`src/design/astd_fifo.sv`:
```
// ----------------------------------------------------------------------------
// astd_fifo: small synchronous queue
// Register-based, first word fall-through; DEPTH is a power of two.
// ----------------------------------------------------------------------------
module astd_fifo #(
  parameter int WIDTH = 8,
  parameter int DEPTH = 2
) (
  input  logic             clk,
  input  logic             rst,
  input  logic             wr_en,
  input  logic [WIDTH-1:0] wr_data,
  output logic             full,
  input  logic             rd_en,
  output logic [WIDTH-1:0] rd_data,
  output logic             empty
);

  localparam int AW = $clog2(DEPTH);

  logic [WIDTH-1:0] mem [DEPTH];
  logic [AW-1:0]    wr_ptr;
  logic [AW-1:0]    rd_ptr;
  logic [AW:0]      count;
  logic             do_wr;
  logic             do_rd;

  assign full    = (count == (AW+1)'(DEPTH));
  assign empty   = (count == '0);
  assign do_wr   = wr_en && !full;
  assign do_rd   = rd_en && !empty;
  assign rd_data = mem[rd_ptr];

  always_ff @(posedge clk) begin
    if (rst) begin
      wr_ptr <= '0;
      rd_ptr <= '0;
      count  <= '0;
    end else begin
      if (do_wr) begin
        wr_ptr <= wr_ptr + AW'(1);
      end
      if (do_rd) begin
        rd_ptr <= rd_ptr + AW'(1);
      end
      if (do_wr && !do_rd) begin
        count <= count + (AW+1)'(1);
      end else if (do_rd && !do_wr) begin
        count <= count - (AW+1)'(1);
      end
    end
  end

  always_ff @(posedge clk) begin
    if (do_wr) begin
      mem[wr_ptr] <= wr_data;
    end
  end

endmodule

```
`config.mk`:
```
export PLATFORM = sky130hd
export DESIGN_NAME = astd_fifo
export DESIGN_NICKNAME = d
export VERILOG_FILES = /design/src/design/astd_fifo.sv
export SDC_FILE = /design/constraint.sdc
export NUM_CORES = 1
export LEC_CHECK = 0
export BUFFER_PORTS_ARGS = -buffer_cell sky130_fd_sc_hd__buf_2
export CAP_MARGIN = 20
export CORE_MARGIN = 5
export CORE_UTILIZATION = 56
export CTS_BUF_LIST = sky130_fd_sc_hd__clkbuf_8
export DETAILED_ROUTE_END_ITERATION = 7
export GPL_TIMING_DRIVEN = 0
export PLACE_DENSITY_LB_ADDON = 0.12
export SLEW_MARGIN = 20
export SYNTH_ARGS = -nofsm -noshare
export SYNTH_HDL_FRONTEND = slang
export SYNTH_SLANG_ARGS = --single-unit
```
`constraint.sdc`:
```
create_clock -name clk -period 2.6 [get_ports clk]
set_input_delay 0 -clock clk [delete_from_list [all_inputs] [get_ports clk]]
set_output_delay 0 -clock clk [all_outputs]
set_load 0.05 [all_outputs]
```
Word-level counts from Yosys, hierarchy flattened
Memories as Yosys holds them, arrays and structs flattened. A register that Yosys moved wholly into a read port is not among the register bits.
Index checks and enable logic that the tools add are counted.
{"block": "word_totals", "regBits": 4, "ramBits": 16, "input_bits": 12, "output_inout_bits": 10, "word_cells": 25, "n_memories": 1}
{"block": "op_classes", "n_addsub": 4, "eq_ne": 1, "n_mux": 6, "reduce_logical": 10}
{"memory": "mem", "depth": 2, "width": 8, "rd": 1, "rd_ports_with_merged_regs": 1, "wr": 1, "line": "21", "text": "logic [WIDTH-1:0] mem [DEPTH];"}
{"cell": "1-bit logical AND", "n": 4}
{"cell": "1-bit logical NOT", "n": 4}
{"cell": "1-bit two-way mux", "n": 4}
{"cell": "2-bit two-way mux", "n": 2}
{"cell": "1-bit adder, second input constant", "n": 2}
{"cell": "2-bit by 1-bit adder with 2-bit output, second input constant", "n": 1}
{"cell": "2-bit == test, second input constant", "n": 1}
{"cell": "2-bit logical NOT", "n": 1}
{"cell": "2-bit nonzero test", "n": 1}
{"cell": "2-bit by 1-bit subtractor with 2-bit output, second input constant", "n": 1}

Logic depth before layout (Yosys ltp)
Gate-level depths: netlist of the first run.
{"block": "logic_depth", "depth_word": 7, "depth_mapped": 6, "mapped_depth_nobuf": 6}

Worst setup path before layout of the first run
No wires, ideal clock.
{"block": "synth_timing", "path_type": "flip-flop to flip-flop", "from": "register count[1]", "to": "register count[1]", "setup_ns": 0.070, "arrival_time_ns": 1.793, "t_required_ns": 2.530, "path_slack_ns": 0.737, "stages_incl_launch_ff": 6, "path_buffers": 0, "period_less_slack_ns": 1.863, "path_cell_list": "dfxtp_1 > nor2b_2 > nor2_1 > ha_1 > or3_1 > a21oi_1"}
{"block": "synth_between", "elab_chain_len": 6, "elab_cells_between_ends": 15, "cone_classes": "2 x add/sub; 1 x eq/ne; 2 x mux; 10 x reduce/logical"}
{"item": "from (decl)", "line": "24", "text": "logic [AW:0] count;"}
{"item": "from (signal assigned)", "line": "47", "text": "count <= count + (AW+1)'(1);"}
{"item": "from (signal assigned)", "line": "49", "text": "count <= count - (AW+1)'(1);"}
{"item": "2-bit == test *", "line": "28", "text": "assign full = (count == (AW+1)'(DEPTH));"}
{"item": "named net full", "line": "13", "text": "output logic full,"}
{"item": "1-bit logical NOT *", "line": "30", "text": "assign do_wr = wr_en && !full;"}
{"item": "1-bit logical AND *", "line": "30"}
{"item": "named net do_wr", "line": "25", "text": "logic do_wr;"}
{"item": "1-bit logical NOT", "line": "48", "text": "end else if (do_rd && !do_wr) begin"}
{"item": "1-bit logical AND", "line": "48"}
{"item": "2-bit nonzero test (no line)"}
The timed path passes the listed nets; every way through them passes the cells marked *. The select of a mux whose other input is x is not followed.
A chain may end at the register's enable or synchronous reset.

Final worst setup path of the first run
{"block": "layout_timing", "from": "register count[0]", "to": "register count[1]"}
{"block": "layout_between", "elab_chain_len": 6, "elab_cells_between_ends": 15, "cone_classes": "2 x add/sub; 1 x eq/ne; 2 x mux; 10 x reduce/logical"}
{"item": "2-bit == test / 2-bit logical NOT (equally long branches)", "line": "28, 29"}
{"item": "1-bit logical NOT (on tied branches)", "line": "30, 31"}
{"item": "1-bit logical AND (on tied branches)", "line": "30, 31"}
{"item": "1-bit logical NOT (on tied branches)", "line": "48, 46"}
{"item": "1-bit logical AND (on tied branches)", "line": "48, 46"}
{"item": "2-bit nonzero test (no line) / 2-bit two-way mux (equally long branches)"}
Several ways; a longest one is shown, not always the timed one. The select of a mux whose other input is x is not followed.

==> results of run 1 <==
==> state kept, by name (all words and copies together), names as in the netlist, named ones only <==
name    cells
mem        16
count       2
rd_ptr      1
wr_ptr      1
==> cell families after synthesis <==
kind of cell | synth area share [%]
and+or+nand+nor | 5.84
AOI/OAI and AO/OA | 3.15
muxes | 11.4
buffers and inverters | 1.58
xor gates and xnor gates | 3.31
DFF | 73.2
adders and majority gates | 1.58
==> cell usage after synthesis (all sizes together), types with 2 or more instances <==
cell     n  area share [%]
inv      2            0.95
nor2     5             2.4
edfxtp  16              61
a21oi    2             1.3
or3      2             1.6
mux2     8              11
dfxtp    5              13
o21ai    3             1.9
xor2     3             3.3
==> where the power goes <==
part           internal, mW  switching [mW]
clock                 0.106          0.0974
combinational         0.145           0.329
sequential            0.429          0.0296
==> final cells by class <==
class / count / area [um2]
Inverter: 2 / 7.51
Clock inverter: 1 / 5.00
Timing Repair Buffer: 30 / 195
Buffer: 1 / 5.00
Sequential cell: 21 / 581
Tap cell: 15 / 18.8
Clock buffer: 3 / 41.3
Multi-Input combinational cell: 26 / 200
Fill cell: 72 / 264
==> final timing paths <==
| kind | startpoint | end | slack [ps] | depth (start not counted) |
|---|---|---|---|---|
| worst max-delay path | count[0]$_SDFFE_PP0P_ | count[1]$_SDFFE_PP0P_ | 990 | 4 |
| worst min-delay path | rd_en | rd_ptr$_SDFFE_PP0P_ | 200 | 4 |
| worst max register to register | count[0]$_SDFFE_PP0P_ | count[1]$_SDFFE_PP0P_ | 990 | 4 |
| worst min register to register | rd_ptr$_SDFFE_PP0P_ | rd_ptr$_SDFFE_PP0P_ | 530 | 2 |
==> cells in the final DEF, fill, tap and decap left out <==
master / Yosys / layout
sky130_fd_sc_hd__ha_1: 1 / 1
sky130_fd_sc_hd__dfxtp_1: 5 / 5
sky130_fd_sc_hd__nor2_1: 5 / 5
sky130_fd_sc_hd__inv_1: 2 / 2
sky130_fd_sc_hd__o21ai_0: 3 / 3
sky130_fd_sc_hd__edfxtp_1: 16 / 16
sky130_fd_sc_hd__nor2b_2: 1 / 1
sky130_fd_sc_hd__clkbuf_8: 0 / 3
sky130_fd_sc_hd__a21oi_1: 2 / 2
sky130_fd_sc_hd__or3_1: 2 / 2
sky130_fd_sc_hd__clkinv_2: 0 / 1
sky130_fd_sc_hd__buf_2: 1 / 22
sky130_fd_sc_hd__and2_1: 1 / 1
sky130_fd_sc_hd__mux2_2: 8 / 8
sky130_fd_sc_hd__dlygate4sd3_1: 0 / 9
sky130_fd_sc_hd__xor2_1: 3 / 3
==> worst max-delay path: cells and delay by family (launching register included) <==
family	cells	cell delay, ps
AO/OA/AOI/OAI	2	470
AND/OR/NAND/NOR	1	380
flip-flops	1	360
adder cells (fa/ha/maj)	1	340
==> per-layer routing <==
layer / part of all wire [%] / wire, um / track usage [%]
met5: 0 / 0 / 0
met4: 1.6 / 23 / 8.06
met3: 5.8 / 82 / 2.26
met2: 52 / 738 / 25.4
met1: 40 / 568 / 19.8
==> flow_summary.ini, run 1 <==
[placement]
routabilityCongestion = 0.687
io_buffers = 21
dp.final_hpwl_um = 856
detailedPlace.worstSlack_ps = 1010
placed_cells_incl_taps = 86
post_dp_cell_area_um2 = 917

[cells_and_area]
syn2layout_area_growth_pct = 32.8
post_route_cells_drive_above_1_share_pct = 41.7
final_core_utilization_pct = 80.0
finish.cell_count_without_fillers = 99
post-route-cell-area_mm2 = 0.00105
num-nets-final = 98
insertedDiodeCount = 0

[clock_tree]
tritoncts = yes
cts_resized = 0
cts.hold.buffers_added = 9
worst_setup_hold_path_clk_slew_ps = 70
postCtsSetupBuffers = 0
numCtsBuffers = 3
insertion_delay_to_the_later_sink_of_the_worst_skew_pair_ps = 250
clockRootBuffer = sky130_fd_sc_hd__clkbuf_8
htree_num_levels = 1
clockBufferDepth = 2
clock_sink_count = 21

[routing]
route.detailed.wl_per_inst_um = 14.3
initial_drc_count = 18
final_antenna_net_count = 0
drt_pass1_iterations = 6
vias = 507
routed_wl_um = 1410
via_density = 5.12
detail_route.drc_violations = 0

[global_routing]
grt_pass1_wl_um = 2310
overall_global_routing_resource_usage_pct = 15.5
grt_start_max_net_pins = 13
overflow = 0
first_global_vias = 511
antenna_violations_before_repair = 0

[logic_synthesis]
postSynthRegisterBits = 21
synth-main-ff-cell = sky130_fd_sc_hd__edfxtp_1
synth_warnings = 0
synth.cell_area_um2 = 793
post_synth_inst_count = 50
syn-num-nets = 63
synth_edf_count = 16
synthesis.area_per_instance_um2 = 15.9
synth-seq-area-share_pct = 73.2
synth_cell_types = 13
synth-async-reset-ratio_pct = 0

[sta]
finClkSkew_ps = 7.62
slew_headroom_pct = 75.7
post-route-period-util_pct = 62.0
tightest_slew_ps = 364
hold_viol_final = 0
grt_setup_unrepaired = false
final_count_of_pins_violating_max_slew = 0
setup_tns_ps = 0
maxClockFrequency_mhz = 620
finalWorstPathRequiredPeriod_ps = 1610
fin_ws_ps = 988
setup_viol_count_final = 0
holdWs_ps = 203

[die]
die_w_um = 47.6
core_area_mm2 = 0.00132
initial_core_util_pct = 60.2
placementRows = 13
io_pins = 22
dieHeight_um = 47.6
design.die.area_mm2 = 0.00227

[outcome]
result_of_the_run = finished clean

[worst_hold_path]
min_delay_worst_type = in -> reg

[worst_setup_path]
timing.critical_path.cells = o21ai_0 > ha_1 > or3_1 > a21oi_1
critical_path_arrival_ps = 1800
critPathMaxFanout = 5
crit_slowest_cell = sky130_fd_sc_hd__or3_1
cp_slowest_stage_delay_ps = 380
crit_required_ps = 2780
setup.worst_path.start_class = flop
critical_path_class = reg -> reg
critical_path.endpoint_type = flop

[power]
leakage_nw = 0.431
ir_drop_mv = 0.893
p_total_mw = 1.14
total_power_density_per_cell_area_mw_per_mm2 = 1080

[flow_run]
timing.max_cap.violations = 0
Power figures use the tool's default switching activity.
==> run 2: changes to the inputs <==
CORE_UTILIZATION = 47   (was 56)
clock period = 1.4 ns   (was 2.6 ns; I/O delays follow)
==> run 2 against run 1 <==
  * Clock skew decreased by 1.8 ps
  * Critical path depth increased by 2
  * Cell count up 3.0%
  * Sequential power rose by 90%
  * Combinational power is 100% higher
  * Non-clock buffer count up 2
  * Wire length decreased by 5.2%
  * Highest routed layer is now met3
==> flow_summary.ini, run 2 (synthesized netlist as in run 1, its figures left out) <==
[outcome]
result_of_the_run = finished clean

[sta]
grt_setup_unrepaired = true
hold_viol_final = 0
post-route-period-util_pct = 98.7
tightest_slew_ps = 253
setup_viol_count_final = 0
maxClockFrequency_mhz = 723
slew_headroom_pct = 83.3
finalWorstPathRequiredPeriod_ps = 1380
finClkSkew_ps = 5.84
final_count_of_pins_violating_max_slew = 0

[worst_hold_path]
min_delay_worst_type = in -> reg

[cells_and_area]
fill_cells = 107
finish.cell_count_without_fillers = 102
mostFrequentLayoutCell = sky130_fd_sc_hd__buf_2
registers_with_the_highest_flip_flop_counts = mem: 16 flops, count: 2 flops
commonest_cells_after_routing_fill_and_taps_aside = sky130_fd_sc_hd__buf_2 (21), sky130_fd_sc_hd__edfxtp_1 (16), sky130_fd_sc_hd__dlygate4sd3_1 (9), sky130_fd_sc_hd__mux2_2 (8), sky130_fd_sc_hd__nor2_1 (4)
insertedDiodeCount = 0
num-nets-final = 100
post_route_cells_drive_above_1_share_pct = 51.2
max_ffs_per_register = 16
top_register = mem
syn2layout_area_growth_pct = 39.0
post-route-cell-area_mm2 = 0.00110

[placement]
dp.final_hpwl_um = 843
routabilityCongestion = 0.706
io_buffers = 21
placed_cells_incl_taps = 87
post_dp_cell_area_um2 = 926

[routing]
via_density = 4.91
detail_route.drc_violations = 0
route.detailed.wl_per_inst_um = 13.1
final_antenna_net_count = 0
routed_wl_um = 1340
initial_drc_count = 5
drt_pass1_iterations = 3
vias = 501

[worst_setup_path]
critical_path.endpoint_type = flop
critical_path_arrival_ps = 1570
critPathMaxFanout = 5
critical_path_class = reg -> reg
setup.worst_path.start_class = flop
crit_required_ps = 1580

[clock_tree]
numCtsBuffers = 3
clock_sink_count = 21
insertion_delay_to_the_later_sink_of_the_worst_skew_pair_ps = 250
worst_setup_hold_path_clk_slew_ps = 70
clockRootBuffer = sky130_fd_sc_hd__clkbuf_8
clockBufferDepth = 2
htree_num_levels = 1
tritoncts = yes

[global_routing]
grt_pass1_wl_um = 2130
overflow = 0
antenna_violations_before_repair = 0
grt_start_max_net_pins = 13
overall_global_routing_resource_usage_pct = 10.9
first_global_vias = 500

[die]
dieHeight_um = 51.1
io_pins = 22
initial_core_util_pct = 50.9
design.die.area_mm2 = 0.00261
core_area_mm2 = 0.00156
placementRows = 14
die_w_um = 51.1

[power]
ir_drop_mv = 1.28
total_power_density_per_cell_area_mw_per_mm2 = 2000
leakage_nw = 0.445

[flow_run]
timing.max_cap.violations = 0
run 2: routing by layer:
metal | wire [um] | up-vias | GRT usage (%)
met4 | 0 | 0 | 2.69
met1 | 539 | 233 | 12.8
li1 | - | 256 | -
met2 | 730 | 12 | 19.7
met3 | 68 | 0 | 2.91
met5 | 0 | - | 0
run 2: through the flow:
step	hold WS (ps)	setup slack, ps	setup TNS, ps	power (mW)	util, %
finish	147	17.8	0	2.21	70.7
global route	156	-36.9	-36.9	2.33	70.7
CTS	155	-2.67	-2.67	2.18	69.3
detailed placement	191	-106	-106	1.74	59.4
global placement	189	-94.3	-94.3	1.73	59.4
floorplan	61.7	-204	-204	1.56	-
run 2: where the power goes:
group	switching, mW	internal, mW
sequential	0.0638	0.807
combinational	0.625	0.337
clock	0.175	0.197
total	0.864	1.34
run 2: final timing paths:
check,slack (ps),cells after the start,startpoint,end
hold reg to reg,500,2,wr_ptr$_SDFFE_PP0P_,wr_ptr$_SDFFE_PP0P_
hold / removal,150,4,rd_en,flop
setup reg to reg,20,6,count[1]$_SDFFE_PP0P_,count[1]$_SDFFE_PP0P_
setup / recovery,20,6,count[1]$_SDFFE_PP0P_,count[1]$_SDFFE_PP0P_
run 2: area by class of cell:
cell class | count | area (um2) | share of cell area [%]
Sequential cell | 21 | 586 | 53.1
Multi-Input combinational cell | 26 | 225 | 20.4
Timing Repair Buffer | 32 | 210 | 19.1
Clock buffer | 3 | 41.3 | 3.75
Tap cell | 16 | 20.0 | 1.82
Buffer | 1 | 7.51 | 0.681
Inverter | 2 | 7.51 | 0.681
Clock inverter | 1 | 5.00 | 0.454
run 2: critical path, cell delays in order (launching register included):
cell,delay [ps]
sky130_fd_sc_hd__dfxtp_4,370
sky130_fd_sc_hd__nor2b_4,160
sky130_fd_sc_hd__nor2_2,60
sky130_fd_sc_hd__ha_4,150
sky130_fd_sc_hd__xor2_1,150
sky130_fd_sc_hd__or3_1,310
sky130_fd_sc_hd__a21oi_1,120
run 2: repair_timing:
item	4_1_cts	5_1_grt
buffers inserted	2	0
hold buffers	9	0
pin swaps	1	1
endpoints found under the hold margin	21	0
gates resized for setup	3	5
endpoints found under the setup margin	9	2
==> run 3: changes to the inputs <==
CORE_UTILIZATION = 52   (was 47)
clock period = 1.3 ns   (was 1.4 ns; I/O delays follow)
==> run 3 against run 2 <==
  * Via count shrank 0.80%
  * Maximum frequency rose by 0.50%
  * The run now ends with setup timing left
  * Cell count stayed put
  * First-iteration DRC count up 40%
  * Setup slack lost 93 ps
==> flow_summary.ini, run 3 (synthesized netlist as in run 1, its figures left out) <==
[outcome]
result_of_the_run = complete, but fails checks
violated_checks = setup timing

[sta]
final_count_of_pins_violating_max_slew = 0
tightest_slew_ps = 252
post-route-period-util_pct = 106
setup_viol_count_final = 1
slew_headroom_pct = 83.3
finalWorstPathRequiredPeriod_ps = 1380
setup_tns_ps = -75.4
holdWs_ps = 124
grt_setup_unrepaired = true
fin_ws_ps = -75.4
maxClockFrequency_mhz = 727
hold_viol_final = 0
finClkSkew_ps = 7.50

[worst_setup_path]
setup.worst_path.start_class = flop
cp_slowest_stage_delay_ps = 350
timing.critical_path.cells = nor2b_4 > nor2_2 > ha_4 > xor2_1 > or3_1 > a21oi_1
crit_slowest_cell = sky130_fd_sc_hd__dfxtp_2
cpLargestDelayFamily = simple AND/OR/NAND/NOR gates
crit_required_ps = 1480
crit_buf_inv = 0
critical_path_class = reg -> reg
critical_path.endpoint_type = flop
critPathMaxFanout = 4
critical_path_arrival_ps = 1560

[power]
ir_drop_mv = 1.70
leakage_nw = 0.453
total_power_density_per_cell_area_mw_per_mm2 = 2180
p_total_mw = 2.46

[die]
dieHeight_um = 49.1
initial_core_util_pct = 53.9
design.die.area_mm2 = 0.00241
core_area_mm2 = 0.00147
die_w_um = 49.1
io_pins = 22
placementRows = 14

[clock_tree]
worst_setup_hold_path_clk_slew_ps = 70
clock_sink_count = 21
clockBufferDepth = 2
clockRootBuffer = sky130_fd_sc_hd__clkbuf_8
numCtsBuffers = 3
htree_num_levels = 1
insertion_delay_to_the_later_sink_of_the_worst_skew_pair_ps = 260
tritoncts = yes

[routing]
via_density = 4.87
routed_wl_um = 1350
vias = 497
wl_met2_um = 676
top_layer = met4
detail_route.drc_violations = 0
final_antenna_net_count = 0
wl_met1_um = 576
drt_pass1_iterations = 3
route.detailed.wl_per_inst_um = 13.2
initial_drc_count = 7
route.met3.wl_um = 64

[placement]
io_buffers = 21
post_dp_cell_area_um2 = 927
routabilityCongestion = 0.705
dp.final_hpwl_um = 861

[cells_and_area]
commonest_cells_after_routing_fill_and_taps_aside = sky130_fd_sc_hd__edfxtp_1 (16), sky130_fd_sc_hd__buf_2 (15), sky130_fd_sc_hd__dlygate4sd3_1 (9), sky130_fd_sc_hd__mux2_2 (8), sky130_fd_sc_hd__buf_4 (7)
max_ffs_per_register = 16
post_route_cells_drive_above_1_share_pct = 51.2
syn2layout_area_growth_pct = 42.1
top_register = mem
registers_with_the_highest_flip_flop_counts = mem: 16 flops, count: 2 flops
post-route-cell-area_mm2 = 0.00113
num-nets-final = 100
insertedDiodeCount = 0
final_core_utilization_pct = 76.6
mostFrequentLayoutCell = sky130_fd_sc_hd__edfxtp_1

[global_routing]
overflow = 0
overall_global_routing_resource_usage_pct = 12.1
grt_pass1_wl_um = 2220
grt_start_max_net_pins = 13
antenna_violations_before_repair = 0
first_global_vias = 517

[flow_run]
timing.max_cap.violations = 0

[worst_hold_path]
min_delay_worst_type = in -> reg
[run 3: cell count changes in the layout (fill, tap and decap cells not counted)]
| cell | before | now |
|---|---|---|
| sky130_fd_sc_hd__buf_2 | 21 | 15 |
| sky130_fd_sc_hd__buf_4 | 2 | 7 |
| sky130_fd_sc_hd__buf_6 | 0 | 2 |
| sky130_fd_sc_hd__clkbuf_4 | 1 | 0 |
| sky130_fd_sc_hd__inv_2 | 1 | 0 |
| sky130_fd_sc_hd__inv_4 | 0 | 1 |
[run 3: final timing paths]
kind                            cells after the start  slack [ps]                    end                   from
worst max register to register                      6         -80  count[1]$_SDFFE_PP0P_  count[1]$_SDFFE_PP0P_
worst min-delay path                                4         120    wr_ptr$_SDFFE_PP0P_                  wr_en
worst min register to register                      2         490    wr_ptr$_SDFFE_PP0P_    wr_ptr$_SDFFE_PP0P_
worst max-delay path                                6         -80  count[1]$_SDFFE_PP0P_  count[1]$_SDFFE_PP0P_
[run 3: final cells by class]
| type | instances | area (um2) |
|---|---|---|
| Tap cell | 16 | 20.0 |
| Inverter | 2 | 10.0 |
| Clock inverter | 1 | 5.00 |
| Buffer | 1 | 11.3 |
| Sequential cell | 21 | 586 |
| Timing Repair Buffer | 32 | 229 |
| Clock buffer | 3 | 41.3 |
| Fill cell | 100 | 344 |
| Multi-Input combinational cell | 26 | 225 |
[run 3: report_power, final]
part,internal (mW),total [mW],switching [mW]
clock network,0.213,0.409,0.196
registers,0.867,0.932,0.0642
logic,0.426,1.12,0.694
[run 3: timing repair]
action	CTS	global route
hold buffers	9	0
resized for setup	3	18
setup buffers	2	0
hold endpoints to repair	21	0
pin swaps	1	1
setup endpoints to repair	9	18
[run 3: metal layers]
layer	vias up	GRT usage, %
met4	0	8.07
met2	14	18.5
met1	225	14.8
met5	-	0
li1	254	-
met3	4	3.36
[run 3: through the flow]
step	cells	worst slack (ps)
finish	102	-75.4
global route	102	-169
CTS	102	-105
detailed placement	87	-217
global placement	87	-187
floorplan	50	-303
[run 3: worst register-to-register path, stage by stage (launching register included)]
cell and delay [ps]:
sky130_fd_sc_hd__dfxtp_2 350, sky130_fd_sc_hd__nor2b_4 170, sky130_fd_sc_hd__nor2_2 70, sky130_fd_sc_hd__ha_4 150
sky130_fd_sc_hd__xor2_1 150, sky130_fd_sc_hd__or3_1 310, sky130_fd_sc_hd__a21oi_1 110
