===== src/design/astd_pkg.sv =====
// ----------------------------------------------------------------------------
// astd_pkg: shared types and constants of the activation score throttle decider
// Field widths, register codes, throttle modes and the transaction structs.
// ----------------------------------------------------------------------------
package astd_pkg;

  localparam int MAX_CORES     = 4;
  localparam int NUM_CORES_DEF = 4;
  localparam int CORE_W        = 2;
  localparam int SCORE_W       = 16;
  localparam int FACTOR_W      = 16;
  localparam int FRAC_W        = 8;     // k is Q8.8
  localparam int FRAC_ONE      = 256;   // 1.0 in Q8.8
  localparam int STDEV_SHIFT   = 16;    // k^2 carries 16 fraction bits
  localparam int WINDOW_W      = 32;
  localparam int CFG_W         = 32;
  localparam int REG_IDX_W     = 2;
  localparam int PP_LO_W       = 32;    // split point of the wide product
  localparam int MID_DEPTH_DEF = 2;
  localparam int OUT_DEPTH_DEF = 2;

  localparam logic [SCORE_W-1:0]  RST_FLAT   = 16'd512;
  localparam logic [FACTOR_W-1:0] RST_FACTOR = 16'd768;
  localparam logic [WINDOW_W-1:0] RST_WINDOW = 32'd102400000;

  typedef enum logic [1:0] {
    MODE_FLAT  = 2'd0,
    MODE_STDEV = 2'd1,
    MODE_MEAN  = 2'd2,
    MODE_NONE  = 2'd3
  } mode_t;

  typedef enum logic [REG_IDX_W-1:0] {
    REG_MODE   = 2'd0,
    REG_FLAT   = 2'd1,
    REG_FACTOR = 2'd2,
    REG_WINDOW = 2'd3
  } reg_index_t;

  typedef struct packed {
    mode_t                mode;
    logic [SCORE_W-1:0]   flat;
    logic [FACTOR_W-1:0]  factor;
    logic [WINDOW_W-1:0]  window;
  } cfg_t;

  typedef struct packed {
    logic               command;
    logic               source_valid;
    logic [CORE_W-1:0]  source_core;
    logic [SCORE_W-1:0] score_core0;
    logic [SCORE_W-1:0] score_core1;
    logic [SCORE_W-1:0] score_core2;
    logic [SCORE_W-1:0] score_core3;
  } item_t;

  typedef struct packed {
    logic                 window_end;
    logic [MAX_CORES-1:0] released_mask;
    logic                 act_notify_valid;
    logic [CORE_W-1:0]    act_notify_core;
    logic [MAX_CORES-1:0] new_throttle_mask;
    logic [MAX_CORES-1:0] throttled_mask;
    logic                 first_throttle;
  } result_t;

  typedef struct packed {
    logic              command;
    logic              source_valid;
    logic [CORE_W-1:0] source_core;
    logic              wrap;
  } ctrl_t;

  // Classified tick handed from front to back.
  typedef struct packed {
    ctrl_t                ctrl;
    logic [MAX_CORES-1:0] cand;
  } cls_t;

endpackage


===== src/design/astd_back.sv =====
// ----------------------------------------------------------------------------
// astd_back: throttle flag keeper
// Applies window release and candidate masks to the per-core flags.
// ----------------------------------------------------------------------------
module astd_back #(
  parameter int NUM_CORES = astd_pkg::NUM_CORES_DEF
) (
  input  logic              clk,
  input  logic              rst,
  input  astd_pkg::mode_t   mode,
  input  logic              cls_empty,
  input  astd_pkg::cls_t    cls,
  output logic              cls_pop,
  input  logic              res_full,
  output logic              res_push,
  output astd_pkg::result_t res
);

  localparam int CW = astd_pkg::CORE_W;
  localparam int MC = astd_pkg::MAX_CORES;

  logic [NUM_CORES-1:0] flags;
  logic [NUM_CORES-1:0] flags_next;
  logic [NUM_CORES-1:0] kept;
  logic [NUM_CORES-1:0] new_mask;
  logic                 seen;
  logic                 first;
  logic                 go;
  logic                 active;
  logic                 act;
  logic                 src_ok;
  logic                 win_end;

  always_comb begin
    go       = !cls_empty && !res_full;
    cls_pop  = go;
    res_push = go;
    active   = (mode != astd_pkg::MODE_NONE);
    win_end  = active && cls.ctrl.wrap;
    act      = active && cls.ctrl.command;
    kept     = cls.ctrl.wrap ? '0 : flags;
    new_mask = act ? (cls.cand[NUM_CORES-1:0] & ~kept) : '0;
    src_ok   = cls.ctrl.source_valid &&
               ({1'b0, cls.ctrl.source_core} < (CW+1)'(NUM_CORES));
    flags_next = active ? (kept | new_mask) : flags;
    first    = act && (new_mask != '0) && !seen;

    res.window_end        = win_end;
    res.released_mask     = win_end ? MC'(flags) : '0;
    res.act_notify_valid  = act && src_ok;
    res.act_notify_core   = (act && src_ok) ? cls.ctrl.source_core : '0;
    res.new_throttle_mask = MC'(new_mask);
    res.throttled_mask    = MC'(flags_next);
    res.first_throttle    = first;
  end

  always_ff @(posedge clk) begin
    if (rst) begin
      flags <= '0;
      seen  <= 1'b0;
    end else if (go) begin
      flags <= flags_next;
      seen  <= seen | first;
    end
  end

endmodule


===== config.mk =====
export PLATFORM = sky130hd
export DESIGN_NAME = astd_back
export DESIGN_NICKNAME = d
export VERILOG_FILES = /design/src/design/astd_pkg.sv /design/src/design/astd_back.sv
export SDC_FILE = /design/constraint.sdc
export NUM_CORES = 1
export LEC_CHECK = 0
export ABC_AREA = 1
export BUFFER_PORTS_ARGS = -buffer_cell sky130_fd_sc_hd__buf_4
export CORE_AREA = 3 3 40 42
export DETAILED_ROUTE_END_ITERATION = 8
export DIE_AREA = 0 0 43 45
export GPL_ROUTABILITY_DRIVEN = 0
export HOLD_SLACK_MARGIN = 0.08
export MAX_ROUTING_LAYER = met4
export PLACE_DENSITY_LB_ADDON = 0.15
export SYNTH_ARGS = -nofsm -noshare
export SYNTH_HDL_FRONTEND = slang
export SYNTH_SLANG_ARGS = --single-unit

===== constraint.sdc =====
create_clock -name clk -period 2.7 [get_ports clk]
set_input_delay 0.27 -clock clk [delete_from_list [all_inputs] [get_ports clk]]
set_output_delay 0.27 -clock clk [all_outputs]
set_load 0.005 [all_outputs]

# After elaboration in Yosys (flattened, before gate mapping)
# Index checks and enable logic that the tools add are counted.
# word_totals
ff_bits,5
latch_bits,0
ramBits,0
mem_bits_ro,0
input_bits,15
out_inout_bits,19
word_cells,22
mem_count,0
# op_classes
add_sub_neg,0
mul,0
div,0
order_cmp,0
n_eq_ne,1
n_shift,0
muxes,5
bitwise_logic,4
reduce_logical,10
# ops
cell,n
$mux W4,4
$logic_and A1 B1 Y1,6
$and A4 B4 Y4,1
$not A4 Y4,1
$or A4 B4 Y4,1
$reduce_bool A4 Y1,1
$logic_not A1 Y1,3
$mux W2,1
$ne A2 B2 Y1 const B,1
$or A1 B1 Y1,1

# Depth between registers and ports, before layout
# Gate-level depths: netlist of the first run.
# depth
ltp_word,8
ltp_mapped,9
mapped_depth_nobuf,8

# Worst setup path after synthesis of the first run
# Ideal clock, no wire load.
# synth_timing
kind,in2out
start,in cls[4] (netlist name)
end,out res[0] (netlist name)
t_arrival_ns,0.861
required_ns,2.430
path_slack_ns,1.569
cell_stages,9
path_buffers,1
cell_sequence,inv_2 nand2_1 nand2_2 nand2_1 inv_1 nand2_2 nand2_1 nor2_1 buf_4
# synth_via
elab_chain_cells,7
# synth_lines
item,line_no,source
start: declaration,astd_back.sv:12,"input astd_pkg::cls_t cls,"
$mux W4,astd_back.sv:41,kept = cls.ctrl.wrap ? '0 : flags;
$not A4 Y4,astd_back.sv:42,new_mask = act ? (cls.cand[NUM_CORES-1:0] & ~kept) : '0;
$and A4 B4 Y4,astd_back.sv:42,
$mux W4,astd_back.sv:42,
$reduce_bool A4 Y1,astd_back.sv:46,first = act && (new_mask != '0) && !seen;
$logic_and A1 B1 Y1 (2 in a row),astd_back.sv:46,
end: declaration,astd_back.sv:16,output astd_pkg::result_t res
# No other way between the ends.

==> results of run 1 <==
-- stage by stage --
| step | utilization | hold WS, ns | total power, mW | instances | worst slack (ns) |
|---|---|---|---|---|---|
| after floorplan | - | 0.332 | 0.130 | 69 | 1.57 |
| after global placement | 0.528 | 0.449 | 0.175 | 114 | 1.37 |
| after detailed placement | 0.528 | 0.452 | 0.176 | 114 | 1.37 |
| after CTS | 0.548 | 0.215 | 0.269 | 118 | 1.32 |
| after global routing | 0.548 | 0.215 | 0.284 | 118 | 1.24 |
| final | 0.548 | 0.220 | 0.264 | 118 | 1.34 |
-- worst paths after layout --
path,end,cells after the start,from,slack [ns]
max,res[0],8,flags[2],1.34
min,seen,2,rst,0.22
max reg2reg,seen,7,flags[2],1.84
min reg2reg,seen,2,seen,0.46
-- worst max-delay path: stages, from the launching register on --
cell and delay (ns):
sky130_fd_sc_hd__dfxtp_1 0.32, sky130_fd_sc_hd__nand2_1 0.07, sky130_fd_sc_hd__nand2_2 0.09, sky130_fd_sc_hd__nand2_1 0.05
sky130_fd_sc_hd__inv_1 0.06, sky130_fd_sc_hd__nand2_2 0.05, sky130_fd_sc_hd__nand2_1 0.06, sky130_fd_sc_hd__nor2_1 0.04
sky130_fd_sc_hd__buf_4 0.12
-- flip-flops by register name, indices dropped and copies added, names as in the netlist --
name   count
flags      4
seen       1
-- cells by family (layout without fill, tap and decap cells) --
family / after synthesis / count (layout) / share of synthesized area
compound gates: 13 / 13 / 0.182
buf+inv: 22 / 56 / 0.216
flops: 5 / 5 / 0.231
simple gates: 29 / 29 / 0.372
-- metal layers --
| layer | global-route usage | vias up |
|---|---|---|
| li1 | - | 276 |
| met4 | 0.108 | 0 |
| met1 | 0.141 | 209 |
| met2 | 0.234 | 27 |
| met3 | 0.0398 | 3 |
| met5 | - | - |
-- layout by cell type, fill, tap and decap left out, types with 2 or more instances in the layout --
| cell type | n |
|---|---|
| sky130_fd_sc_hd__buf_4 | 33 |
| sky130_fd_sc_hd__inv_1 | 16 |
| sky130_fd_sc_hd__nand2_1 | 9 |
| sky130_fd_sc_hd__nor2_1 | 8 |
| sky130_fd_sc_hd__dfxtp_1 | 5 |
| sky130_fd_sc_hd__nand2_2 | 4 |
| sky130_fd_sc_hd__a21oi_1 | 4 |
| sky130_fd_sc_hd__o21ai_1 | 4 |
| sky130_fd_sc_hd__inv_2 | 3 |
| sky130_fd_sc_hd__nand3_1 | 3 |
| sky130_fd_sc_hd__clkbuf_4 | 3 |
| sky130_fd_sc_hd__o22ai_1 | 2 |
| sky130_fd_sc_hd__o21ai_2 | 2 |
| sky130_fd_sc_hd__nor3b_1 | 2 |
-- final cells by class --
class / count / area share
inverter: 19 / 0.101
tap: 15 / 0.0266
multi-input combinational: 42 / 0.341
clock buffer: 4 / 0.0373
sequential: 5 / 0.142
timing repair buffer: 33 / 0.352
-- power groups by stage --
| stage | combinational, mW | clock (mW) | sequential (mW) |
|---|---|---|---|
| 3_5_place_dp | 0.0938 | 0 | 0.0822 |
| 6_report | 0.0927 | 0.0901 | 0.0808 |
| 2_1_floorplan | 0.0483 | 0 | 0.0818 |
| 5_1_grt | 0.103 | 0.0996 | 0.0814 |
| 3_3_place_gp | 0.0927 | 0 | 0.0824 |
| 4_1_cts | 0.0941 | 0.0945 | 0.0809 |
==> flow_metrics.env, run 1 <==
export IMPL_yosys_most_used_dff="sky130_fd_sc_hd__dfxtp_1"
export IMPL_post_cts_buffers=0
export IMPL_die_area_mm2=0.00194
export IMPL_asyncSetResetFlopFracSynth=0
export IMPL_power_ir_vdd_worst_mv=0.148
export IMPL_drt_pass1_iter_count=4
export IMPL_fin_clk_skew_ns=0.000564
export IMPL_clock_root_buffer="sky130_fd_sc_hd__clkbuf_4"
export IMPL_synth_top_cell_by_area="sky130_fd_sc_hd__dfxtp_1"
export IMPL_boundaryPins=34
export IMPL_hold_path_class="in2reg"
export IMPL_timing_worst_slew_pin_value_ns=0.242
export IMPL_flow_area_growth_from_synthesis_pct=62.2
export IMPL_drt_vias_per_instance=4.36
export IMPL_synth_seq_area_share=0.231
export IMPL_cts_hold_buffers=0
export IMPL_grt_setup_unrepaired="no"
export IMPL_synth_warning_count=0
export IMPL_route_detailed_wl_per_inst_um=10.0
export IMPL_setup_violations=0
export IMPL_routedLengthMet1_um=488
export IMPL_report_final_hold_viol_count=0
export IMPL_part_of_the_total_power_dissipated_in_combinational_logic=0.352
export IMPL_proportion_of_power_drawn_by_flip_flops_and_latches=0.307
export IMPL_power_static_leakage_nw=0.414
export IMPL_clock_insertion_delay_worst_skew_ns=0.25
export IMPL_p_int_mw=0.183
export IMPL_drc_errors=0
export IMPL_area_of_combinational_cells_with_multiple_inputs_um2=240
export IMPL_overflow_left_after_global_routing=0
export IMPL_ys_top_cells_by_count="sky130_fd_sc_hd__inv_1, sky130_fd_sc_hd__nand2_1, sky130_fd_sc_hd__nor2_1"
export IMPL_drt_iter0_markers=10
export IMPL_net_count_of_the_mapped_netlist=84
export IMPL_syn_cell_area_um2=434
export IMPL_outcome="completed"
export IMPL_number_of_vias_in_the_routed_layout=515
export IMPL_grtUsageTotal=0.141
export IMPL_synth_top_area_share=0.231
export IMPL_yosys_top_cells_area="sky130_fd_sc_hd__dfxtp_1, sky130_fd_sc_hd__inv_1, sky130_fd_sc_hd__nand2_1, sky130_fd_sc_hd__nor2_1, sky130_fd_sc_hd__nand2_2"
export IMPL_detail_route_antenna_nets=0
export IMPL_maximum_frequency_from_static_timing_analysis_ghz=0.734
export IMPL_route_final_wire_length_mm=1.18
export IMPL_worst_endpoint_arrival_ns=1.09
export IMPL_placement_io_buffers=33
export IMPL_timing_max_cap_violations=0
export IMPL_final_period_utilization=0.505
export IMPL_place_hpwl_um=985
export IMPL_row_count=13
export IMPL_vias_in_the_first_global_route=477
export IMPL_finalMaxSlewViolations=0
export IMPL_wl_met3_um=146
export IMPL_cts_clk_slew_worst_paths_ns=0.05
export IMPL_grt_antenna_before_repair=0
export IMPL_layout_nets=119
export IMPL_synth_edff_count=0
export IMPL_share_of_layout_cells_above_drive_strength_1=0.476
export IMPL_max_clock_path_buffers=2
export IMPL_sw_frac_of_total=0.305
export IMPL_synth_seq_cells=5
export IMPL_timing_critical_path_fanout_max=3
export IMPL_worstSetupStartpointType="register"
export IMPL_grt_pass1_wl_mm=1.94
export IMPL_setup_worst_path_class="reg2out"
export IMPL_cts_htree_levels=1
export IMPL_synthesis_instances=69
export IMPL_n_diodes=0
export IMPL_cell_variety_after_synth=17
export IMPL_core_mm2=0.00128
export IMPL_largest_net_degree_at_the_start_of_global_routing=9
export IMPL_post_synth_cell_area_avg_um2=6.29
export IMPL_yosys_cell_count_top_type="sky130_fd_sc_hd__inv_1"
export IMPL_cts_tree="yes"
export IMPL_worst_ep_required_time_ns=2.43
export IMPL_max_slew_margin_rel=0.838
export IMPL_numCtsBuffers=3
export IMPL_fillers=134
export IMPL_chip_height_um=45
export IMPL_cts_resized=0
export IMPL_maxUsedRoutingLayer="met4"
export IMPL_switching_power_mw=0.0805
export IMPL_ff_latch_area_um2=100
export IMPL_worst_setup_path_end_kind="output port"
export IMPL_start_util=0.338
export IMPL_final_area_um2=704
export IMPL_period_minus_slack_ns=1.36
export IMPL_setup_total_negative_slack_ns=0
export IMPL_clock_power_share=0.342
export IMPL_chipWidth_um=43
export IMPL_detailroute_wirelength_met2_um=519
export IMPL_cts_num_sinks=5
export IMPL_placed_area_um2=678
export IMPL_powerDensity_mw_per_mm2=374
Power figures use the tool's default switching activity.
==> run 2, diff against run 1 <==
- ABC_AREA: 1 -> 0
- clock period: 2.7 -> 1.3 ns (I/O delays scaled with it)
==> flow_metrics.env, run 2 <==
export IMPL_synth_area_mux_share=0
export IMPL_final_cell_mix="sky130_fd_sc_hd__buf_4, sky130_fd_sc_hd__a22oi_1, sky130_fd_sc_hd__nand2_1"
export IMPL_core_mm2=0.00128
export IMPL_worstHoldStart="cls[2]"
export IMPL_post_synth_cell_area_avg_um2=7.72
export IMPL_synth_simple_area_share=0.287
export IMPL_boundaryPins=34
export IMPL_synth_warning_count=0
export IMPL_count_of_cells_along_the_worst_hold_path=3
export IMPL_drt_pass1_iter_count=4
export IMPL_power_ir_vdd_worst_mv=0.438
export IMPL_row_count=13
export IMPL_setup_worst_path_class="reg2out"
export IMPL_detail_route_antenna_nets=0
export IMPL_reg2regPathDepth=5
export IMPL_numPlacedInstances=98
export IMPL_synth_compound_area_frac=0.358
export IMPL_synth_top_cell_by_area="sky130_fd_sc_hd__dfxtp_1"
export IMPL_timing_worst_slew_pin_value_ns=0.239
export IMPL_report_final_hold_viol_count=0
export IMPL_synth_seq_cells=5
export IMPL_largest_net_degree_at_the_start_of_global_routing=11
export IMPL_fin_clk_skew_ns=0.00123
export IMPL_timing_max_cap_violations=0
export IMPL_synth_top_area_share=0.245
export IMPL_placement_io_buffers=33
export IMPL_route_detailed_wl_per_inst_um=11.7
export IMPL_largestRegisters="flags x4, seen x1"
export IMPL_worstReg2RegStart="flags[3]"
export IMPL_share_of_layout_cells_above_drive_strength_1=0.630
export IMPL_max_clock_path_buffers=2
export IMPL_ys_top_cells_by_count="sky130_fd_sc_hd__a22oi_1, sky130_fd_sc_hd__inv_1, sky130_fd_sc_hd__dfxtp_1, sky130_fd_sc_hd__nand2_1"
export IMPL_grt_antenna_before_repair=0
export IMPL_numCtsBuffers=3
export IMPL_cts_clk_slew_worst_paths_ns=0.04
export IMPL_worst_ep_required_time_ns=1.17
export IMPL_cts_htree_levels=1
export IMPL_die_area_mm2=0.00194
export IMPL_yosys_most_used_dff="sky130_fd_sc_hd__dfxtp_1"
export IMPL_syn_cell_area_um2=409
export IMPL_period_minus_slack_ns=1.29
export IMPL_setup_total_negative_slack_ns=0
export IMPL_yosys_top_cells_area="sky130_fd_sc_hd__dfxtp_1, sky130_fd_sc_hd__a22oi_1, sky130_fd_sc_hd__a21boi_4, sky130_fd_sc_hd__and2_2, sky130_fd_sc_hd__buf_4"
export IMPL_place_hpwl_um=948
export IMPL_drt_iter0_markers=11
export IMPL_vias_in_the_first_global_route=454
export IMPL_clock_insertion_delay_worst_skew_ns=0.23
export IMPL_max_slew_margin_rel=0.838
export IMPL_cts_num_sinks=5
export IMPL_outcome="completed"
export IMPL_final_cell_count_no_fill=107
export IMPL_worst_setup_path_end_kind="output port"
export IMPL_worst_endpoint_arrival_ns=1.16
export IMPL_flow_area_growth_from_synthesis_pct=78.3
export IMPL_clock_root_buffer="sky130_fd_sc_hd__clkbuf_4"
export IMPL_grtUsageTotal=0.136
export IMPL_grt_setup_unrepaired="yes"
export IMPL_final_period_utilization=0.992
export IMPL_drt_vias_per_instance=4.89
export IMPL_synthesis_instances=53
export IMPL_grt_pass1_wl_mm=1.96
export IMPL_asyncSetResetFlopFracSynth=0
export IMPL_cts_tree="yes"
export IMPL_worstSetupStartpointType="register"
export IMPL_chip_height_um=45
export IMPL_hold_path_class="in2reg"
export IMPL_maximum_frequency_from_static_timing_analysis_ghz=0.775
export IMPL_powerDensity_mw_per_mm2=678
export IMPL_route_final_wire_length_mm=1.25
export IMPL_min_to="flags[2]"
export IMPL_cell_variety_after_synth=18
export IMPL_finalMaxSlewViolations=0
export IMPL_mostFrequentLayoutCell="sky130_fd_sc_hd__buf_4"
export IMPL_worst_r2r_setup_slack_ns=0.27
export IMPL_synth_adder_area_share=0
export IMPL_overflow_left_after_global_routing=0
export IMPL_chipWidth_um=43
export IMPL_xor_xnor_fraction_of_synth_area=0
export IMPL_synth_top_family_by_area="compound AO/OA/AOI/OAI gates"
export IMPL_start_util=0.318
export IMPL_drc_errors=0
export IMPL_regMostFlops="flags"
export IMPL_synth_edff_count=0
export IMPL_timing_critical_path_fanout_max=2
export IMPL_power_static_leakage_nw=0.378
export IMPL_net_count_of_the_mapped_netlist=68
export IMPL_setup_violations=0
export IMPL_n_diodes=0
export IMPL_synth_seq_area_share=0.245
export IMPL_layout_nets=108
export IMPL_largest_register_ffs=4
export IMPL_worst_r2r_endpoint="seen"
export IMPL_number_of_vias_in_the_routed_layout=523
-- run 2: cell count changes after synthesis, moves of 4 or more --
cell | previous run | this run
sky130_fd_sc_hd__a22oi_1 | 0 | 6
sky130_fd_sc_hd__and2_2 | 0 | 4
sky130_fd_sc_hd__inv_1 | 16 | 6
sky130_fd_sc_hd__nand2_1 | 9 | 5
sky130_fd_sc_hd__nor2_1 | 8 | 4
sky130_fd_sc_hd__o21ai_0 | 0 | 4
sky130_fd_sc_hd__o21ai_1 | 4 | 0
-- run 2: kinds of logic after synthesis --
family | after synthesis
buffers and inverters | 9
AOI/OAI and AO/OA | 18
DFF | 5
and+or+nand+nor | 21
-- run 2: metal layers --
layer	share of wire	global-route usage	vias to the layer above
li1	-	-	266
met1	0.41	0.157	230
met2	0.48	0.210	27
met3	0.11	0.0438	0
met4	0	0.0723	0
met5	0	-	-
-- run 2: worst max path at each step --
stage / to / depth (start not counted) / slack (ns) / startpoint
5_1_grt: res[0] / 5 / -0.06 / flags[2]
6_report: res[0] / 5 / 0.01 / flags[3]
4_1_cts: res[0] / 5 / 0.01 / flags[0]
2_1_floorplan: res[0] / 5 / 0.27 / flags[2]
3_3_place_gp: res[0] / 5 / 0.18 / cls[2]
3_5_place_dp: res[0] / 5 / 0.15 / cls[2]
-- run 2: timing repair --
item / 4_1_cts / 5_1_grt
hold buffers: 1 / 0
buffers inserted: 4 / 0
hold endpoints to repair: 4 / 0
setup endpoints to repair: 1 / 1
gates resized for setup: 5 / 3
pin swaps: 1 / 2
-- run 2: where the power goes --
group          internal (mW)  switching (mW)  leakage (nW)
registers              0.160         0.00430        0.0425
logic                 0.0928          0.0663         0.320
clock network          0.116          0.0557        0.0150
total                  0.368           0.126         0.378
-- run 2: area by class of cell --
class | instances | area (um^2)
fill | 143 | 556
inverter | 6 | 22.5
clock buffer | 4 | 26.3
tap | 15 | 18.8
sequential | 5 | 105
timing repair buffer | 38 | 288
multi-input combinational | 39 | 269
-- run 2: stage by stage --
stage,hold slack (ns),util,area [um^2],setup slack [ns],power (mW)
after floorplan,0.202,-,409,0.269,0.229
after global placement,0.333,0.508,653,0.184,0.316
after detailed placement,0.336,0.508,653,0.147,0.317
after CTS,0.160,0.568,729,0.0111,0.505
after global routing,0.187,0.568,729,-0.0579,0.528
final,0.173,0.568,729,0.0100,0.495
-- run 2: worst max-delay path: stages, from the launching register on --
cell and delay (ns):
sky130_fd_sc_hd__dfxtp_2 0.33, sky130_fd_sc_hd__inv_1 0.05, sky130_fd_sc_hd__a22oi_1 0.16, sky130_fd_sc_hd__and3_1 0.21, sky130_fd_sc_hd__nor3b_2 0.05, sky130_fd_sc_hd__buf_4 0.13
==> run 3, diff against run 2 <==
- REMOVE_ABC_BUFFERS: not set -> 1
==> flow_metrics.env, run 3 (synthesis gave the netlist of run 2 again) <==
export IMPL_p_int_mw=0.372
export IMPL_cts_htree_levels=1
export IMPL_largestRegisters="flags x4, seen x1"
export IMPL_cts_num_sinks=5
export IMPL_final_period_utilization=0.963
export IMPL_final_area_um2=752
export IMPL_crit_path_max_incr_delay_ns=0.32
export IMPL_worst_ep_required_time_ns=1.17
export IMPL_largest_net_degree_at_the_start_of_global_routing=11
export IMPL_cts_tree="yes"
export IMPL_drt_iter0_markers=9
export IMPL_worstReg2RegStart="flags[3]"
export IMPL_place_hpwl_um=939
export IMPL_start_util=0.318
export IMPL_worst_endpoint_arrival_ns=1.12
export IMPL_flow_area_growth_from_synthesis_pct=83.8
export IMPL_hold_path_class="in2reg"
export IMPL_clock_insertion_delay_worst_skew_ns=0.24
export IMPL_final_cell_mix="sky130_fd_sc_hd__buf_4, sky130_fd_sc_hd__nand2_1"
export IMPL_worstHoldStart="cls[2]"
export IMPL_outcome="completed"
export IMPL_area_of_combinational_cells_with_multiple_inputs_um2=284
export IMPL_detail_route_antenna_nets=0
export IMPL_max_slew_margin_rel=0.809
export IMPL_row_count=13
export IMPL_maximum_frequency_from_static_timing_analysis_ghz=0.799
export IMPL_grt_antenna_before_repair=0
export IMPL_slowest_stage_cell_cp="sky130_fd_sc_hd__dfxtp_2"
export IMPL_number_of_vias_in_the_routed_layout=519
export IMPL_largest_register_ffs=4
export IMPL_fillers=128
export IMPL_setup_violations=0
export IMPL_timing_max_cap_violations=0
export IMPL_ff_latch_area_um2=105
export IMPL_worst_setup_path_end_kind="output port"
export IMPL_power_ir_vdd_worst_mv=0.572
export IMPL_drc_errors=0
export IMPL_critPathLaunch="flags[3]"
export IMPL_setup_slack_of_the_critical_path_after_layout_ns=0.0483
export IMPL_grt_setup_unrepaired="yes"
export IMPL_route_final_wire_length_mm=1.16
export IMPL_powerDensity_mw_per_mm2=667
export IMPL_mostFrequentLayoutCell="sky130_fd_sc_hd__buf_4"
export IMPL_chipWidth_um=43
export IMPL_n_diodes=0
export IMPL_route_detailed_wl_per_inst_um=10.8
export IMPL_share_of_layout_cells_above_drive_strength_1=0.656
export IMPL_part_of_the_total_power_dissipated_in_combinational_logic=0.325
export IMPL_grtUsageTotal=0.128
export IMPL_timing_critical_path_cells="inv_1, a22oi_2, and3_4, nor3b_2, buf_4"
export IMPL_overflow_left_after_global_routing=0
export IMPL_finalMaxSlewViolations=0
export IMPL_max_clock_path_buffers=2
export IMPL_timing_worst_slew_pin_value_ns=0.283
export IMPL_cts_clk_slew_worst_paths_ns=0.04
export IMPL_worstSetupStartpointType="register"
export IMPL_regMostFlops="flags"
export IMPL_timing_critical_path_fanout_max=2
export IMPL_power_static_leakage_nw=0.381
export IMPL_proportion_of_power_drawn_by_flip_flops_and_latches=0.326
export IMPL_clock_root_buffer="sky130_fd_sc_hd__clkbuf_4"
export IMPL_vias_in_the_first_global_route=442
export IMPL_report_final_hold_viol_count=0
export IMPL_layout_nets=109
export IMPL_die_area_mm2=0.00194
export IMPL_boundaryPins=34
export IMPL_numCtsBuffers=3
export IMPL_grt_pass1_wl_mm=1.82
export IMPL_fin_clk_skew_ns=0.00115
export IMPL_chip_height_um=45
export IMPL_period_minus_slack_ns=1.25
export IMPL_placement_io_buffers=33
export IMPL_switching_power_mw=0.130
export IMPL_dp_worst_setup_slack_ns=0.154
export IMPL_drt_pass1_iter_count=2
export IMPL_core_mm2=0.00128
export IMPL_placed_area_um2=653
export IMPL_sw_frac_of_total=0.260
export IMPL_clock_power_share=0.349
export IMPL_setup_worst_path_class="reg2out"
export IMPL_drt_vias_per_instance=4.81
## run 3: changes by cell type in the layout (fill, tap and decap cells not counted)
cell / delta
sky130_fd_sc_hd__inv_2: -1
sky130_fd_sc_hd__buf_4: +1
sky130_fd_sc_hd__and3_4: +1
sky130_fd_sc_hd__a22oi_2: +2
sky130_fd_sc_hd__inv_1: +1
sky130_fd_sc_hd__and3_1: -1
sky130_fd_sc_hd__a22oi_1: -2
## run 3: through the flow
stage | std cells | hold slack [ns] | setup TNS (ns) | utilization | total power, mW
global route | 108 | 0.175 | -0.0307 | 0.585 | 0.538
finish | 108 | 0.170 | 0 | 0.585 | 0.502
global placement | 98 | 0.333 | 0 | 0.508 | 0.315
detailed placement | 98 | 0.334 | 0 | 0.508 | 0.316
CTS | 107 | 0.157 | 0 | 0.568 | 0.506
floorplan | 50 | 0.202 | 0 | - | 0.221
## run 3: layer usage
metal  wire (um)  up-vias  GRT usage
li1            -      263          -
met1         455      232      0.138
met2         554       22      0.204
met3         138        2     0.0359
met4          15        0     0.0904
met5           0        -          -
## run 3: area by class of cell
class                           instances  area share
Tap cell                               15      0.0250
Clock buffer                            4      0.0349
Timing Repair Buffer                   39       0.393
Multi-Input combinational cell         39       0.378
Inverter                                6      0.0300
Sequential cell                         5       0.140
## run 3: path summary, 6_finish.rpt
path | depth (start not counted) | endpoint | slack (ns)
hold / removal | 3 | flags[2] | 0.17
setup / recovery | 5 | res[0] | 0.05
setup reg to reg | 5 | seen | 0.33
hold reg to reg | 1 | seen | 0.48
## run 3: critical path: cells and delay by family, from the launching register on
family | cells | cell delay, ns
DFF | 1 | 0.32
and+or+nand+nor | 2 | 0.24
AOI/OAI and AO/OA | 1 | 0.14
buffers and inverters | 2 | 0.18
## run 3: what timing repair did
| action | CTS | global route |
|---|---|---|
| pin swaps | 1 | 1 |
| setup buffers | 4 | 1 |
| hold buffers | 1 | 0 |
| setup endpoints to repair | 1 | 1 |
| resized for setup | 5 | 5 |
| endpoints found under the hold margin | 4 | 0 |
## run 3: power groups by stage
stage                     combinational, mW  sequential [mW]  clock, mW
after floorplan                      0.0556            0.165          0
after global placement                0.149            0.166          0
after detailed placement              0.150            0.166          0
after CTS                             0.160            0.163      0.183
after global routing                  0.179            0.163      0.196
final                                 0.163            0.163      0.175
